==> config.mk <==
export PLATFORM = sky130hd
export DESIGN_NAME = fbf_axis_cell
export DESIGN_NICKNAME = d
export VERILOG_FILES = /design/src/hw/rtl/assert_macros.svh /design/src/hw/rtl/fbf_pkg.sv /design/src/hw/rtl/fbf_axis_cell.sv
export SDC_FILE = /design/constraint.sdc
export NUM_CORES = 1
export LEC_CHECK = 0
export ABC_AREA = 1
export BUFFER_PORTS_ARGS = -buffer_cell sky130_fd_sc_hd__clkbuf_2
export CORE_AREA = 4 4 41 43
export DETAILED_ROUTE_END_ITERATION = 6
export DIE_AREA = 0 0 45 47
export GPL_ROUTABILITY_DRIVEN = 0
export PLACE_DENSITY_LB_ADDON = 0.12
export REMOVE_ABC_BUFFERS = 1
export SETUP_SLACK_MARGIN = 0.2
export SYNTH_ARGS = -nofsm -noshare
export SYNTH_HDL_FRONTEND = slang
export SYNTH_SLANG_ARGS = --single-unit
==> constraint.sdc <==
create_clock -name vclk -period 2.9
set_clock_uncertainty 0.2 [all_clocks]
set_input_delay 0.29 -clock vclk [all_inputs]
set_output_delay 0.29 -clock vclk [all_outputs]
set_load 0.01 [all_outputs]
==> src/hw/rtl/assert_macros.svh <==
// Assertion helpers shared by the RTL.
// ASSERT_IMPL: consequent must hold in the same cycle as the antecedent.
// ASSERT_NEXT: consequent must hold one cycle after the antecedent.
`ifndef ASSERT_MACROS_SVH
`define ASSERT_MACROS_SVH

`ifndef NO_ASSERTIONS

`define ASSERT_IMPL(label, clk, rst_n, ante, cons) \
  label: assert property (@(posedge clk) disable iff (!rst_n) (ante) |-> (cons)) \
    else $error("assertion failed");

`define ASSERT_NEXT(label, clk, rst_n, ante, cons) \
  label: assert property (@(posedge clk) disable iff (!rst_n) (ante) |=> (cons)) \
    else $error("assertion failed");

`else

`define ASSERT_IMPL(label, clk, rst_n, ante, cons)

`define ASSERT_NEXT(label, clk, rst_n, ante, cons)

`endif

`endif

==> src/hw/rtl/fbf_pkg.sv <==
package fbf_pkg;

  // Field widths
  localparam int POS_W   = 16;
  localparam int ID_W    = 32;
  localparam int COORD_W = 18;
  localparam int INV_W   = 24;
  localparam int CNT_W   = 2;

  // Configuration port
  localparam int CFG_IDX_W  = 3;
  localparam int CFG_DATA_W = 24;

  localparam logic [CFG_IDX_W-1:0] REG_CENTER_X     = 3'd0;
  localparam logic [CFG_IDX_W-1:0] REG_CENTER_Y     = 3'd1;
  localparam logic [CFG_IDX_W-1:0] REG_INV_FOCAL_X  = 3'd2;
  localparam logic [CFG_IDX_W-1:0] REG_INV_FOCAL_Y  = 3'd3;
  localparam logic [CFG_IDX_W-1:0] REG_MAX_TRACK    = 3'd4;

  // Register reset values
  localparam logic [POS_W-1:0] CENTER_X_RST  = 16'd23808;
  localparam logic [POS_W-1:0] CENTER_Y_RST  = 16'd15360;
  localparam logic [INV_W-1:0] INV_FOCAL_RST = 24'd41943;
  localparam logic [POS_W-1:0] MAX_TRACK_RST = 16'd6400;

endpackage

==> src/hw/rtl/fbf_axis_cell.sv <==
// Grid cell along one axis from a Q10.6 position.
// cell = floor((pos - BORDER*64) * CELLS / span), clamped, computed as the
// number of cell boundaries the position has reached.
module fbf_axis_cell #(
  parameter int SIZE   = 744,
  parameter int CELLS  = 12,
  parameter int BORDER = 20,
  localparam int CellW = (CELLS > 1) ? $clog2(CELLS) : 1
) (
  input  logic [fbf_pkg::POS_W-1:0] pos_i,
  output logic [CellW-1:0]          cell_o
);

  localparam int Span = (SIZE - 2 * BORDER) * 64;

  // ge[k]: position lies at or past the lower edge of cell k
  logic [CELLS:0] ge;

  assign ge[0]     = 1'b1;
  assign ge[CELLS] = 1'b0;

  for (genvar k = 1; k < CELLS; k++) begin : g_edge
    // smallest position whose scaled offset reaches k*span
    localparam int Thr = BORDER * 64 + (k * Span + CELLS - 1) / CELLS;
    assign ge[k] = (Span > 0) && ({1'b0, pos_i} >= 17'(Thr));
  end

  // thermometer to index
  always_comb begin
    cell_o = '0;
    for (int k = 1; k < CELLS; k++) begin
      if (ge[k] && !ge[k+1]) begin
        cell_o = CellW'(k);
      end
    end
  end

endmodule
# Word level (Yosys, flattened, before mapping)
# Cells that the tools add are included.
# Widths: inputs -> output; s select.
[word_totals] register_bits=0 word_cells=42 input_bits=16
[op_classes] muxes=11 n_reduce_logical=20 order_cmp=11
[op_table] cell="$ge 16x15->1 const B" n=4
[op_table] cell="$ge 16x14->1 const B" n=3
[op_table] cell="$ge 16x16->1 const B" n=3
[op_table] cell="$ge 16x13->1 const B" n=1
[op_table] cell="$mux 4" n=4
[op_table] cell="$mux 3" n=4
[op_table] cell="$logic_and 1x1->1" n=10
[op_table] cell="$logic_not 1->1" n=10
[op_table] cell="$mux 2" n=2
[op_table] cell="$mux 1" n=1

# Logic depth before layout (Yosys ltp)
# Gate-level depths: netlist (run 1).
[depth] depth_word=14 ltp_mapped=12 ltp_nobuf=11

# Worst setup path before layout (run 1)
# No wires, ideal clock.
[synth_path] path_type="input to output" startpoint="input pos_i[13] in the netlist's numbering" endpoint="output cell_o[1]" required_ps=2410 slack_ps=1249 t_arrival_ps=1161 cell_stages=12 cell_sequence="buf_4 nand2_1 inv_2 nand2_2 nor2_1 nand2_1 nand2_2 inv_2 nand2_1 nand2_1 inv_1 nand3_1"
[synth_via] elab_chain_len=13 word_cells_on_any_way=38
[synth_lines] element="from (decl)" line="fbf_axis_cell.sv:10" rtl="input logic [fbf_pkg::POS_W-1:0] pos_i,"
[synth_lines] element="$ge 16x14->1" line="fbf_axis_cell.sv:25" rtl="assign ge[k] = (Span > 0) && ({1'b0, pos_i} >= 17'(Thr));"
[synth_lines] element="$logic_not 1->1" line="fbf_axis_cell.sv:32" rtl="if (ge[k] && !ge[k+1]) begin"
[synth_lines] element="$logic_and 1x1->1" line="fbf_axis_cell.sv:32"
[synth_lines] element="$mux 2 (2 in series)" line="fbf_axis_cell.sv:32"
[synth_lines] element="$mux 3 (4 in series)" line="fbf_axis_cell.sv:32"
[synth_lines] element="$mux 4 (3 in series)" line="fbf_axis_cell.sv:32"
[synth_lines] element="$mux 4 (*)" line="fbf_axis_cell.sv:32"
[synth_lines] element="to (decl)" line="fbf_axis_cell.sv:11" rtl="output logic [CellW-1:0] cell_o"
# Every way passes the cells marked *; elsewhere a longest branch is shown, timed or not.

# Worst setup path after layout (run 1)
[layout_path] startpoint="input pos_i[15] in the netlist's numbering" endpoint="output cell_o[0]"
[layout_via] elab_chain_len=14 word_cells_on_any_way=42
[layout_lines] element="$ge 16x14->1" line="fbf_axis_cell.sv:25"
[layout_lines] element="$logic_not 1->1" line="fbf_axis_cell.sv:32"
[layout_lines] element="$logic_and 1x1->1" line="fbf_axis_cell.sv:32"
[layout_lines] element="$mux 1" line="fbf_axis_cell.sv:32"
[layout_lines] element="$mux 2 (2 in series)" line="fbf_axis_cell.sv:32"
[layout_lines] element="$mux 3 (4 in series)" line="fbf_axis_cell.sv:32"
[layout_lines] element="$mux 4 (3 in series)" line="fbf_axis_cell.sv:32"
[layout_lines] element="$mux 4 (*)" line="fbf_axis_cell.sv:32"
# Marked as above.

==> impl_metrics.tcl, run 1 <==
set metrics [dict create \
    outcome "completed" \
    grt_pass1_vias 691 \
    die_y_um 47 \
    fin_crit_ns 1.90 \
    area_delta_synth_final_pct 19.6 \
    grt_max_degree 9 \
    grt_pass1_wl_mm 2.75 \
    die_width_um 45 \
    antenna_cells 0 \
    ctsResizeCount 0 \
    num_vias 833 \
    yosys_warnings 0 \
    wl_mm 1.63 \
    setup_viol 0 \
    core-area_um2 1300 \
    placementRows 13 \
    max-vdd-ir-drop_mv 0.0489 \
    cts_setup_buffers 0 \
    drtIter0Drc 23 \
    gr-total-overflow 0 \
    critPathMaxFanout 7 \
    numPortBuffers 20 \
    fin_crit_sh 0.656 \
    min_path_cells 4 \
    postRouteAntennaNets 0 \
    viasPerCell 5.05 \
    p_total_uw 90.0 \
    leakagePower_nw 0.380 \
    avgRoutedWirePerCell_um 9.88 \
    hold_violations 0 \
    num-nets-final 168 \
    setup_tns_ns 0 \
    ys_seq_area_frac 0 \
    synthCells 131 \
    ctsHoldBuffers 0 \
    syn_area_um2 569 \
    start_util 0.438 \
    max-cap-violations 0 \
    critPathKind "primary input to output pin" \
    end_kind "output pin" \
    die_area_um2 2120 \
    syn_avg_cell_area_um2 4.35 \
    rsz0062_at_grt "false" \
    seq_cells 0 \
    antenna_found_initial 0 \
    seqCellArea_um2 0 \
    drv_slew 0 \
    drive_above_1_share 0.220 \
    ios 20 \
    clockBufferCount 0 \
    dr.pass1.iters 4 \
    synth_cell_type_count 17 \
    tightest_slew_ns 0.287 \
    place_hpwl_mm 1.41 \
    max_freq_mhz 526 \
    arrival_ns 1.41 \
    relSlewSlack 0.808 \
    startpoint_type "primary input" \
    hp-class "primary input to output pin" \
    p_per_area_nw_per_um2 132 \
    drc 0 \
    track_usage 0.164 \
    required_ns 2.41 \
]
## critical path, stage by stage
cell and delay (ns):
clkbuf_2 0.15, inv_2 0.14, nand2_1 0.13, inv_2 0.11, nand2_1 0.05, nor2_1 0.11
nand2_1 0.06, nand2_1 0.08, inv_1 0.04, nand2_1 0.06, nand3_1 0.07, clkbuf_2 0.13
## kinds of logic (layout without fill, tap and decap cells)
logic type,after synthesis,after routing,synth area share
buffers and inverters,22,41,0.152
AOI/OAI and AO/OA,14,14,0.132
and+or+nand+nor,95,95,0.716
## layer usage
metal / routed length (um) / share of wire / GRT usage / vias to the layer above
met2: 780 / 0.48 / 0.322 / 22
met1: 766 / 0.47 / 0.213 / 357
met4: 0 / 0 / 0 / 0
met5: 0 / 0 / 0 / -
met3: 84 / 0.052 / 0 / 0
li1: - / - / - / 454
## through the flow
stage	hold WS, ns	std cells	worst slack, ns	utilization	instance area (um2)
6_report	0.866	165	0.998	0.523	681
2_1_floorplan	0.508	130	1.35	-	562
4_1_cts	0.855	165	0.985	0.523	681
3_3_place_gp	0.859	165	0.997	0.523	681
5_1_grt	0.882	165	0.838	0.523	681
3_5_place_dp	0.852	165	0.986	0.523	681
## path summary, 6_finish.rpt
kind / end / startpoint / slack [ns]
max: cell_o[0] / pos_i[15] / 1.0
min: cell_o[3] / pos_i[15] / 0.87
## cell usage in the layout (no fill, tap or decap)
cell type,Yosys,layout
nand3b_1,1,1
o211ai_1,1,1
nand2_1,48,48
clkbuf_2,0,20
nand3_1,16,16
o21ai_0,4,4
nor2_2,2,2
nand4_1,1,1
inv_2,7,7
clkinv_1,1,1
a21oi_1,7,7
nor2_4,2,2
o21ai_1,1,1
a211oi_1,1,1
nor2_1,23,23
inv_1,13,13
nand2_2,2,2
## where the power goes
part           internal [mW]  switching [mW]  total [mW]
combinational         0.0322          0.0578      0.0900
clock                      0               0           0
sequential                 0               0           0
## cells in the mapped netlist, drive strengths merged
master,count,area (um2)
a211oi,1,7.51
nor2,27,121
nand2,50,193
nand4,1,6.26
nand3b,1,7.51
o21ai,5,25.0
inv,20,75.1
nand3,16,80.1
buf,1,7.51
o211ai,1,7.51
a21oi,7,35.0
clkinv,1,3.75
## cell type report
cell class,instances,area (um2)
multi-input combinational,109,483
tap,15,18.8
fill,150,621
inverter,21,78.8
timing repair buffer,20,100
No activity file was read; power rests on OpenSTA's default activity.
==> run 2, diff against run 1 <==
clock period = 1.6 ns   (was 2.9 ns; I/O delays follow)
==> run 2 against run 1 <==
- first-iteration DRC count increased by 65%
- wire length increased by 35%
- sequential share of layout area unchanged
- global-route usage increased by 0.55 points
- core utilization increased by 26 points
- die area unchanged
- critical path type unchanged
- largest power group unchanged
==> impl_metrics.tcl, run 2 (synthesis gave the netlist of run 1 again) <==
set metrics [dict create \
    die_width_um 45 \
    fin_crit_sh 0.983 \
    relSlewSlack 0.822 \
    place_hpwl_mm 1.44 \
    area_delta_synth_final_pct 78.9 \
    crit_slowest_cell "nor2_1" \
    die_y_um 47 \
    postPlaceCellArea_um2 733 \
    antenna_found_initial 0 \
    grt_pass1_wl_mm 2.82 \
    max-vdd-ir-drop_mv 0.147 \
    hp-class "primary input to output pin" \
    setup_viol 0 \
    rsz0062_at_grt "true" \
    seq_cells 0 \
    fin_crit_ns 1.57 \
    tightest_slew_ns 0.264 \
    seqCellArea_um2 0 \
    drtIter0Drc 38 \
    startpoint_type "primary input" \
    grt_max_degree 9 \
    p_per_area_nw_per_um2 253 \
    outcome "completed" \
    num-nets-final 183 \
    num_vias 971 \
    grt_pass1_vias 731 \
    wl_mm 2.20 \
    timing.final.ws_setup_ns 0.0266 \
    clockBufferCount 0 \
    placementRows 13 \
    dr.pass1.iters 4 \
    critPathMaxFanout 8 \
    drc 0 \
    numPortBuffers 20 \
    viasPerCell 5.39 \
    die_area_um2 2120 \
    drv_slew 0 \
    core-area_um2 1300 \
    cp_num_buf_inv 3 \
    max_freq_mhz 636 \
    drive_above_1_share 0.552 \
    crit_top_cell "nor2_1" \
    ctsHoldBuffers 0 \
    crit_chain "buf_8 > inv_2 > nor2_4 > nand2_1 > nor2_1 > nor2_2 > a21oi_1 > nor2_1 > nand3_1 > buf_2" \
    gr-total-overflow 0 \
    fillerInstances 100 \
    critPathKind "primary input to output pin" \
    ios 20 \
    stdcell_area_um2 1020 \
    required_ns 1.24 \
    utilization 0.783 \
    max-cap-violations 0 \
    postRouteAntennaNets 0 \
    start_util 0.438 \
    track_usage 0.170 \
    antenna_cells 0 \
    end_kind "output pin" \
    hold_violations 0 \
    layout_common_cells "nand2_1 (32), buf_4 (18), inv_2 (13), nand2_2 (13), nand3_1 (13)" \
    max_stage_delay_ns 0.16 \
    cpLargestDelayFamily "simple AND/OR/NAND/NOR gates" \
    avgRoutedWirePerCell_um 12.2 \
    dp_slack_ns -0.0807 \
    arrival_ns 1.21 \
    final_common_cell "nand2_1" \
    leakagePower_nw 0.504 \
    whs_ns 0.586 \
]
run 2: cell count changes in the layout (fill, tap and decap cells not counted), sizes merged:
| cell | delta |
|---|---|
| buf | +25 |
| clkbuf | -10 |
run 2: area by class of cell:
class	instances	area (um2)	area share
tap	15	18.8	0.0184
timing repair buffer	35	282	0.276
multi-input combinational	109	624	0.613
inverter	21	93.8	0.0921
run 2: repair_timing:
action                                  in CTS  in global routing
resized for setup                           23                 62
buffers inserted                             2                  6
pin swaps                                    8                 23
endpoints found under the setup margin       3                  4
run 2: worst paths after layout:
path,startpoint,endpoint,depth (start not counted),slack (ns)
hold / removal,pos_i[13],cell_o[0],6,0.59
setup / recovery,pos_i[13],cell_o[0],10,0.03
run 2: per-layer routing:
metal	vias to the layer above	track usage	part of all wire
met5	-	0	0
met4	0	0.0234	0.013
met1	439	0.220	0.37
li1	480	-	-
met3	4	0.00766	0.079
met2	48	0.316	0.53
run 2: where the power goes:
part           total, mW  switching [mW]  internal (mW)
combinational      0.258           0.145          0.113
clock                  0               0              0
sequential             0               0              0
run 2: per-stage QoR:
step	instances	total power [mW]	TNS [ns]
2_1_floorplan	130	0.0997	0
3_3_place_gp	172	0.172	-0.150
3_5_place_dp	172	0.174	-0.216
4_1_cts	174	0.199	0
5_1_grt	180	0.281	-0.259
6_report	180	0.258	0
